`config.mk`:
```
export PLATFORM = sky130hd
export DESIGN_NAME = rm_cell
export DESIGN_NICKNAME = d
export VERILOG_FILES = /design/src/hdl/rm_pkg.sv /design/src/hdl/rm_cell.sv
export SDC_FILE = /design/constraint.sdc
export NUM_CORES = 1
export LEC_CHECK = 0
export BUFFER_PORTS_ARGS = -buffer_cell sky130_fd_sc_hd__buf_4
export CAP_MARGIN = 10
export CORE_AREA = 2 2 86 88
export DETAILED_ROUTE_END_ITERATION = 7
export DIE_AREA = 0 0 88 90
export GPL_TIMING_DRIVEN = 0
export PLACE_DENSITY = 0.76
export SLEW_MARGIN = 20
export SYNTH_ARGS = -nofsm -noshare
export SYNTH_HDL_FRONTEND = slang
export SYNTH_SLANG_ARGS = --single-unit
```
`constraint.sdc`:
```
create_clock -name clk -period 4.21 [get_ports clk]
set_clock_uncertainty 0.2 [all_clocks]
set_input_delay 0.2105 -clock clk [delete_from_list [all_inputs] [get_ports clk]]
set_output_delay 0.2105 -clock clk [all_outputs]
set_load 0.01 [all_outputs]
```
`src/hdl/rm_pkg.sv`:
```
// ----------------------------------------------------------------------------
// rm_pkg
// Shared sizes, types and the cell control bundle for the running median.
// ----------------------------------------------------------------------------
package rm_pkg;

    localparam int CAPACITY    = 256;
    localparam int SAMPLE_W    = 32;
    localparam int OUT_COUNT_W = 9;
    localparam int COUNT_W     = $clog2(CAPACITY + 1);
    localparam int IDX_W       = $clog2(CAPACITY);
    localparam int GROUP_SIZE  = 16;
    localparam int NUM_GROUPS  = (CAPACITY + GROUP_SIZE - 1) / GROUP_SIZE;

    typedef logic [SAMPLE_W-1:0]    sample_t;
    typedef logic [COUNT_W-1:0]     count_t;
    typedef logic [IDX_W-1:0]       idx_t;
    typedef logic [OUT_COUNT_W-1:0] out_count_t;

    // broadcast to every cell of the chain
    typedef struct packed {
        logic   ins;
        count_t count;
        idx_t   lo_idx;
        idx_t   hi_idx;
    } cell_ctrl_t;

endpackage

```
`src/hdl/rm_cell.sv`:
```
// ----------------------------------------------------------------------------
// rm_cell
// One slot of the sorted chain: holds a sample, shifts up on insert and
// taps its value out when it sits at a median rank.
// ----------------------------------------------------------------------------
module rm_cell
    import rm_pkg::*;
(
    input  logic       clk,
    input  idx_t       idx,
    input  cell_ctrl_t ctrl,
    input  sample_t    sample,
    input  sample_t    left_value,
    input  logic       left_gt,
    output sample_t    value,
    output logic       gt,
    output sample_t    lo_tap,
    output sample_t    hi_tap
);

    sample_t value_reg;
    sample_t value_next;
    logic    occupied;
    logic    is_end;

    assign occupied = count_t'(idx) < ctrl.count;
    assign is_end   = count_t'(idx) == ctrl.count;
    assign gt       = occupied && (value_reg > sample);
    assign value    = value_reg;

    always_comb
    begin
        value_next = value_reg;
        if (ctrl.ins)
        begin
            if (left_gt)
            begin
                value_next = left_value;
            end
            else if (gt || is_end)
            begin
                value_next = sample;
            end
        end
    end

    always_ff @(posedge clk)
    begin
        value_reg <= value_next;
    end

    assign lo_tap = (idx == ctrl.lo_idx) ? value_reg : '0;
    assign hi_tap = (idx == ctrl.hi_idx) ? value_reg : '0;

endmodule

```
==> impl_metrics.yaml, run 1 <==
global_routing:
  grt.total_usage: 0.234
  grt_max_degree: 19
  grt_first_pass_wirelength_um: 14700
  grt_remaining_overflow: 0
  grt_pass1_vias: 3199
  antenna_found_initial: 0
floorplan:
  core-area_um2: 7020
  chipWidth_um: 88
  initial_utilization: 0.414
  rows: 31
  dieArea_um2: 7920
  dieHeight_um: 90
  ios: 197
critical_path:
  startpoint: "value[30]"
  endpoint: "value[15]"
  worstSetupStartpointType: "flop"
  crit_path_max_fanout: 18
  critPathArrivalTime_ps: 3130
  crit_path_end_kind: "flop"
  reg2reg_from: "value[30]"
  crit_required_ps: 4040
  worstReg2RegEnd: "value[15]"
  crit_cells: 8
  crit_family: "simple AND/OR/NAND/NOR gates"
  path_buf_inv: 1
  critPathKind: "reg2reg"
  r2r_slack_ps: 920
  slowest_stage: "o31a_2"
  reg2reg_depth: 8
  path_cells: "ha_1 -> nand4_2 -> or3_1 -> or4_1 -> nand3_1 -> a31oi_1 -> o31a_2 -> buf_16"
  cp_slowest_stage_delay_ps: 540
synthesis:
  synthesis.area_um2: 2900
  ys_seq_area_frac: 0.331
  synthDistinctLibCells: 35
  yosysMostFrequentCell: "and2_1"
  ys_top_cells_by_count: "and2_1, ha_1, inv_1"
  synthMuxAreaShare: 0.00388
  synth_compound_area_frac: 0.118
  async_flop_share: 0
  yosysTopAreaCell: "edfxtp_1"
  yosysTopAreaCellShare: 0.331
  synthFlopType: "edfxtp_1"
  synthAdderAreaFrac: 0.172
  synth-xor-area-share: 0.0483
  synth_cells: 339
  synth_top_family_by_area: "simple AND/OR/NAND/NOR gates"
  synth_edf_count: 32
  syn-num-nets: 479
  synthSimpleGateAreaFrac: 0.259
  synth-seq-cells: 32
  yosys-top-cells-area: "edfxtp_1, ha_1, and2_1"
  yosysWarnings: 0
  synth.avg_cell_area_um2: 8.57
sta:
  grt_setup_unrepaired: "false"
  finalCritPeriodShare: 0.782
  period_needed_ps: 3290
  drv_slew: 0
  finalSetupViolCount: 0
  fin_setup_tns_ps: 0
  maxClockFrequency_ghz: 0.304
  slew_headroom: 0.647
  worstMarginPinSlew_ps: 530
  hold_violations: 0
cells_and_area:
  num_antenna_cells: 0
  synthToLayoutAreaGrowth_pct: 59.0
  drive_gt1_frac: 0.375
  stdcell_count: 643
  fillCellCount: 628
  fin_nets: 684
  largest_reg_flops: 32
cts:
  worstSkewPairLatency_ps: 280
  clkSlewWorstSetupHoldPaths_ps: 60
  clock_sinks: 32
  root_buffer: "clkbuf_8"
  cts_tree: "yes"
  clk_path_buf_depth: 2
  post_cts_resized: 0
  cts_buffers: 5
  cts_max_level: 2
run:
  max_cap_viol_count: 0
drt:
  firstDrtPassIters: 4
  wire_per_inst_um: 14.9
  drc: 0
  route.antenna.remaining_nets: 0
  wirelength_um: 9600
  vias_per_cell: 4.86
  vias: 3125
  drt_iter0_markers: 98
hold_path:
  hold_class: "in2reg"
placed_design:
  port_buffers: 195
  place_hpwl_um: 8040
  dp_cells: 634
  gp_congestion: 0.868
power_and_ir_drop:
  powerDensity_nw_per_um2: 201
  max-vdd-ir-drop_uv: 137
  p_leak_uw: 0.00235
outcome:
  outcome: "complete, no violations"
metal layers:
metal | part of all wire | track usage | wire [µm] | vias up
li1 | - | - | - | 1568
met4 | 0.019 | 0.0769 | 181 | 0
met1 | 0.40 | 0.265 | 3840 | 1436
met2 | 0.53 | 0.434 | 5050 | 107
met3 | 0.055 | 0.0404 | 527 | 14
met5 | 0 | 0 | 0 | -
cell families after synthesis:
| group | count (synthesis) |
|---|---|
| simple gates | 136 |
| flops | 32 |
| compound gates | 61 |
| mux | 1 |
| buf+inv | 53 |
| fa+ha+maj | 40 |
| xor+xnor | 16 |
timing repair:
| item | in CTS | in global routing |
|---|---|---|
| hold endpoints to repair | 2 | 0 |
| hold buffers | 2 | 0 |
| setup buffers | 0 | 0 |
per-stage QoR:
step,utilization,instance area (µm²),power [µW],hold slack (ps),worst slack (ps)
3_5_place_dp,0.644,4520,714,295,925
2_1_floorplan,-,2900,548,198,989
3_3_place_gp,0.640,4490,700,286,492
6_report,0.658,4620,929,11.4,916
4_1_cts,0.658,4620,938,2.72,914
5_1_grt,0.658,4620,985,13.5,811
layout by cell type, fill, tap and decap left out, types with 2 or more instances in the layout:
cell / netlist / final
a211oi_1: 2 / 2
a21oi_1: 15 / 15
a221o_1: 2 / 2
and2_1: 62 / 62
and4_1: 3 / 3
buf_1: 2 / 2
buf_4: 0 / 195
clkbuf_1: 11 / 11
clkbuf_8: 0 / 5
clkinv_1: 0 / 2
dlygate4sd3_1: 0 / 2
edfxtp_1: 32 / 32
ha_1: 40 / 40
inv_1: 40 / 40
nand2_1: 39 / 39
nand3_1: 8 / 8
nand4_1: 8 / 8
nor2_1: 3 / 3
nor2b_1: 2 / 2
nor3_1: 3 / 3
o21ai_0: 34 / 34
xnor2_1: 16 / 16
power by group:
group          leakage [µW]  switching, µW  internal [µW]  total [µW]
Clock             0.0000391            111            109         220
Sequential         0.000307           24.3            385         409
Combinational       0.00200            139            161         300
final cells by class:
type	instances	area, µm²	share of cell area
multi-input cells	254	1750	0.378
repair buffers	198	1510	0.327
flip-flops and latches	32	961	0.208
inverters	40	150	0.0325
well taps	99	124	0.0268
clock buffers	5	68.8	0.0149
plain buffers	13	48.8	0.0106
clock inverters	2	7.51	0.00163
worst register-to-register path: stages (launching register included):
cell	delay (ps)
edfxtp_1	450
ha_1	370
nand4_2	160
or3_1	380
or4_1	530
nand3_1	110
a31oi_1	80
o31a_2	540
buf_16	240
worst min path at each step:
stage | from | to | slack (ps) | depth (start not counted)
final | left_value[8] | value[8] | 10 | 3
after global routing | left_value[8] | value[8] | 10 | 3
after CTS | left_value[22] | value[22] | 3 | 3
after detailed placement | left_value[31] | value[31] | 290 | 3
after global placement | left_value[30] | value[30] | 290 | 3
after floorplan | left_value[30] | value[30] | 200 | 2
Note: power is estimated with default switching activity, not from simulation.
==> run 2: changes to the inputs <==
- CORE_AREA: 2 2 86 88 -> 2 2 90 92
- DIE_AREA: 0 0 88 90 -> 0 0 92 94
- PLACE_DENSITY: 0.76 -> 0.73
- clock period: 4.21 -> 2.9 ns (I/O delays scaled with it)
==> impl_metrics.yaml, run 2 (same netlist as run 1, synthesis figures left out) <==
global_routing:
  grt_max_degree: 17
  grt_pass1_vias: 3357
  antenna_found_initial: 0
  grt_remaining_overflow: 0
  grt_first_pass_wirelength_um: 16200
  grt.total_usage: 0.240
critical_path:
  crit_required_ps: 2730
  worstSetupStartpointType: "flop"
  crit_path_end_kind: "flop"
  path_common_cell: "buf_4"
  path_cells: "ha_1 -> nand4_1 -> buf_4 -> buf_4 -> nor2_1 -> a221o_1 -> a211oi_2 -> a31oi_4 -> o31a_4"
  crit_path_max_fanout: 8
  critPathArrivalTime_ps: 2620
  path_buf_inv: 2
  slowest_stage: "o31a_4"
  critPathKind: "reg2reg"
  crit_family: "compound AO/OA/AOI/OAI gates"
  cp_slowest_stage_delay_ps: 440
sta:
  finalSetupViolCount: 0
  slew_headroom: 0.510
  worstMarginPinSlew_ps: 736
  period_needed_ps: 2790
  grt_setup_unrepaired: "false"
  finalCritPeriodShare: 0.963
  maxClockFrequency_ghz: 0.358
  hold_violations: 0
  drv_slew: 0
cells_and_area:
  final_area_um2: 5190
  synthToLayoutAreaGrowth_pct: 78.6
  num_antenna_cells: 0
  stdcell_count: 694
  largest_reg_flops: 32
  fillCellCount: 643
  mostFrequentLayoutCells: "buf_4, and2_1, inv_1"
  fin_nets: 731
  final_common_cell: "buf_4"
  drive_gt1_frac: 0.394
placed_design:
  port_buffers: 195
  place_hpwl_um: 7990
  post_dp_cell_area_um2: 4500
  dp_cells: 636
  gp_congestion: 0.847
power_and_ir_drop:
  max-vdd-ir-drop_uv: 196
  power_uw: 1470
  powerDensity_nw_per_um2: 283
  p_leak_uw: 0.00257
hold_path:
  hold_class: "in2reg"
floorplan:
  ios: 197
  dieHeight_um: 94
  core-area_um2: 7610
  dieArea_um2: 8650
  initial_utilization: 0.382
  rows: 32
  chipWidth_um: 92
cts:
  clock_sinks: 32
  cts_max_level: 2
  clk_path_buf_depth: 2
  worstSkewPairLatency_ps: 290
  cts_tree: "yes"
  clkSlewWorstSetupHoldPaths_ps: 70
  cts_buffers: 5
  root_buffer: "clkbuf_8"
run:
  max_cap_viol_count: 0
drt:
  vias: 3371
  route.antenna.remaining_nets: 0
  drt_iter0_markers: 104
  wire_per_inst_um: 15.6
  vias_per_cell: 4.86
  firstDrtPassIters: 4
  wirelength_um: 10900
  drc: 0
outcome:
  outcome: "complete, no violations"
==> run 2: cell types whose count changed in the layout (fill, tap and decap cells not counted), sizes merged <==
cell,delta
dlygate4sd3,+30
buf,+14
clkinv,+1
o31a,+3
==> run 2: metal layers <==
metal	up-vias	track usage	part of all wire
li1	1670	-	-
met1	1557	0.273	0.40
met5	-	0	0
met2	132	0.464	0.53
met4	0	0.0572	0.013
met3	12	0.0425	0.062
==> run 2: stage by stage <==
step / TNS [ps] / utilization / hold WS, ps / worst slack (ps)
floorplan: 0 / - / 132 / 2.76
global placement: -3670 / 0.592 / 224 / -116
detailed placement: -5180 / 0.592 / 228 / -164
CTS: 0 / 0.670 / 5.34 / 10.5
global route: 0 / 0.682 / 19.8 / 41.9
finish: 0 / 0.682 / 6.40 / 108
==> run 2: path summary, 6_finish.rpt <==
kind | startpoint | to | slack [ps] | cells past startpoint
hold / removal | sample[2] | value[2] | 6 | 3
setup / recovery | value[24] | value[29] | 110 | 9
hold reg to reg | value[31] | value[20] | 1190 | 5
setup reg to reg | value[24] | value[29] | 110 | 9
==> run 2: repair_timing <==
action | in CTS | in global routing
endpoints found under the hold margin | 31 | 0
pin swaps | 7 | 10
resized for setup | 9 | 7
hold buffers | 32 | 0
buffers inserted | 13 | 2
cloned | 2 | 1
setup endpoints to repair | 32 | 32
==> run 2: where the power goes <==
group          leakage (µW)  switching [µW]  internal, µW
Clock             0.0000453             179           163
Combinational       0.00222             238           294
Sequential         0.000307            34.1           558
Total               0.00257             451          1010
==> run 2: final cells by class <==
| cell class | count | area [µm²] | share of cell area |
|---|---|---|---|
| multi-input cells | 257 | 1920 | 0.370 |
| plain buffers | 13 | 48.8 | 0.00941 |
| clock buffers | 5 | 68.8 | 0.0133 |
| flip-flops and latches | 32 | 961 | 0.185 |
| repair buffers | 242 | 1900 | 0.366 |
| well taps | 102 | 128 | 0.0246 |
| clock inverters | 3 | 13.8 | 0.00265 |
| inverters | 40 | 150 | 0.0290 |
==> run 2: worst register-to-register path: stages, from the launching register on <==
cell and delay (ps):
edfxtp_1 420, ha_1 310, nand4_1 140, buf_4 130
buf_4 100, nor2_1 30, a221o_1 350, a211oi_2 230
a31oi_4 180, o31a_4 440
==> run 3: changes to the inputs <==
- clock period: 2.9 -> 2.3 ns (I/O delays scaled with it)
==> impl_metrics.yaml, run 3 (same netlist as run 1, synthesis figures left out) <==
critical_path:
  slowest_stage: "edfxtp_1"
  critPathKind: "reg2reg"
  path_cells: "ha_4 -> nand4_1 -> or3_1 -> or4_4 -> nand3_2 -> a31oi_4 -> o31a_4"
  critPathArrivalTime_ps: 2610
  startpoint: "value[23]"
  endpoint: "value[28]"
  crit_path_max_fanout: 8
  r2r_slack_ps: -480
  crit_required_ps: 2130
  cp_slowest_stage_delay_ps: 450
  reg2reg_from: "value[23]"
  worstSetupStartpointType: "flop"
  crit_path_end_kind: "flop"
  worstReg2RegEnd: "value[28]"
  reg2reg_depth: 7
drt:
  vias_per_cell: 4.87
  wirelength_um: 11200
  vias: 3511
  wire_per_inst_um: 15.6
  drc: 0
  drt_iter0_markers: 157
  route.antenna.remaining_nets: 0
  firstDrtPassIters: 4
power_and_ir_drop:
  p_leak_uw: 0.00270
  max-vdd-ir-drop_uv: 298
  power_uw: 1920
  powerDensity_nw_per_um2: 348
sta:
  hold_violations: 0
  slew_headroom: 0.449
  finalSetupViolCount: 33
  worstMarginPinSlew_ps: 827
  finalWorstSetupSlack_ps: -481
  holdWs_ps: 6.87
  finalCritPeriodShare: 1.21
  drv_slew: 0
  grt_setup_unrepaired: "true"
  maxClockFrequency_ghz: 0.360
  period_needed_ps: 2780
cells_and_area:
  drive_gt1_frac: 0.396
  mostFrequentLayoutCells: "buf_4, and2_1, dlygate4sd3_1"
  final_util: 0.725
  largest_reg_flops: 32
  regArea_um2: 961
  final_common_cell: "buf_4"
  multi_input_comb_area_um2: 1980
  fin_nets: 758
  num_antenna_cells: 0
  synthToLayoutAreaGrowth_pct: 89.8
  fillCellCount: 608
floorplan:
  core-area_um2: 7610
  rows: 32
  chipWidth_um: 92
  dieHeight_um: 94
  ios: 197
  dieArea_um2: 8650
  initial_utilization: 0.382
outcome:
  outcome: "finished, violations left"
  violations: "negative setup slack"
cts:
  worstSkewPairLatency_ps: 280
  cts_tree: "yes"
  clk_path_buf_depth: 2
  root_buffer: "clkbuf_8"
  clkSlewWorstSetupHoldPaths_ps: 70
  cts_buffers: 5
  clock_sinks: 32
  cts_max_level: 2
placed_design:
  place_hpwl_um: 8020
  port_buffers: 195
  gp_congestion: 0.810
  post-place-ws_ps: -613
hold_path:
  min_path_cells: 3
  hold_class: "in2reg"
global_routing:
  grt_remaining_overflow: 0
  grt.total_usage: 0.249
  antenna_found_initial: 0
  grt_max_degree: 17
  grt_pass1_vias: 3586
  grt_first_pass_wirelength_um: 17200
run:
  max_cap_viol_count: 0
==> run 3: what timing repair did <==
action	in CTS	in global routing
pin swaps	7	17
resized for setup	5	11
hold buffers	54	0
setup endpoints to repair	33	33
hold endpoints to repair	32	0
gates cloned	2	1
setup buffers	15	6
==> run 3: final cells by class <==
cell class                 count  area share
multi-input combinational    257       0.360
clock inverter                 3     0.00250
inverter                      40      0.0272
sequential                    32       0.174
tap                          102      0.0232
buffer                        13     0.00885
timing repair buffer         269       0.392
clock buffer                   5      0.0125
==> run 3: through the flow <==
stage | instance area, µm² | std cells | setup TNS [ps]
2_1_floorplan | 2990 | 339 | -13630
3_3_place_gp | 4580 | 636 | -18270
3_5_place_dp | 4580 | 636 | -19650
4_1_cts | 5380 | 715 | -13730
5_1_grt | 5510 | 721 | -16320
6_report | 5510 | 721 | -14270
==> run 3: worst min path at each step <==
| stage | start | endpoint |
|---|---|---|
| floorplan | left_value[30] | value[30] |
| global placement | left_value[30] | value[30] |
| detailed placement | left_value[16] | value[16] |
| CTS | sample[26] | value[26] |
| global route | sample[20] | value[20] |
| finish | sample[20] | value[20] |
==> run 3: where the power goes <==
group / internal, µW / switching [µW]
combinational: 425 / 321
clock: 206 / 223
sequential: 703 / 40.7
total: 1330 / 585
==> run 3: metal layers <==
| layer | track usage | wire [µm] | up-vias |
|---|---|---|---|
| met2 | 0.479 | 5980 | 144 |
| met4 | 0.0485 | 75 | 0 |
| li1 | - | - | 1726 |
| met1 | 0.297 | 4400 | 1633 |
| met5 | 0 | 0 | - |
| met3 | 0.0321 | 754 | 8 |
==> run 3: critical path, delay by kind of cell (launching register included) <==
kind                       cells  cell delay (ps)
and+or+nand+nor                4             1050
AOI/OAI and AO/OA              2              510
DFF                            1              450
adders and majority gates      1              310
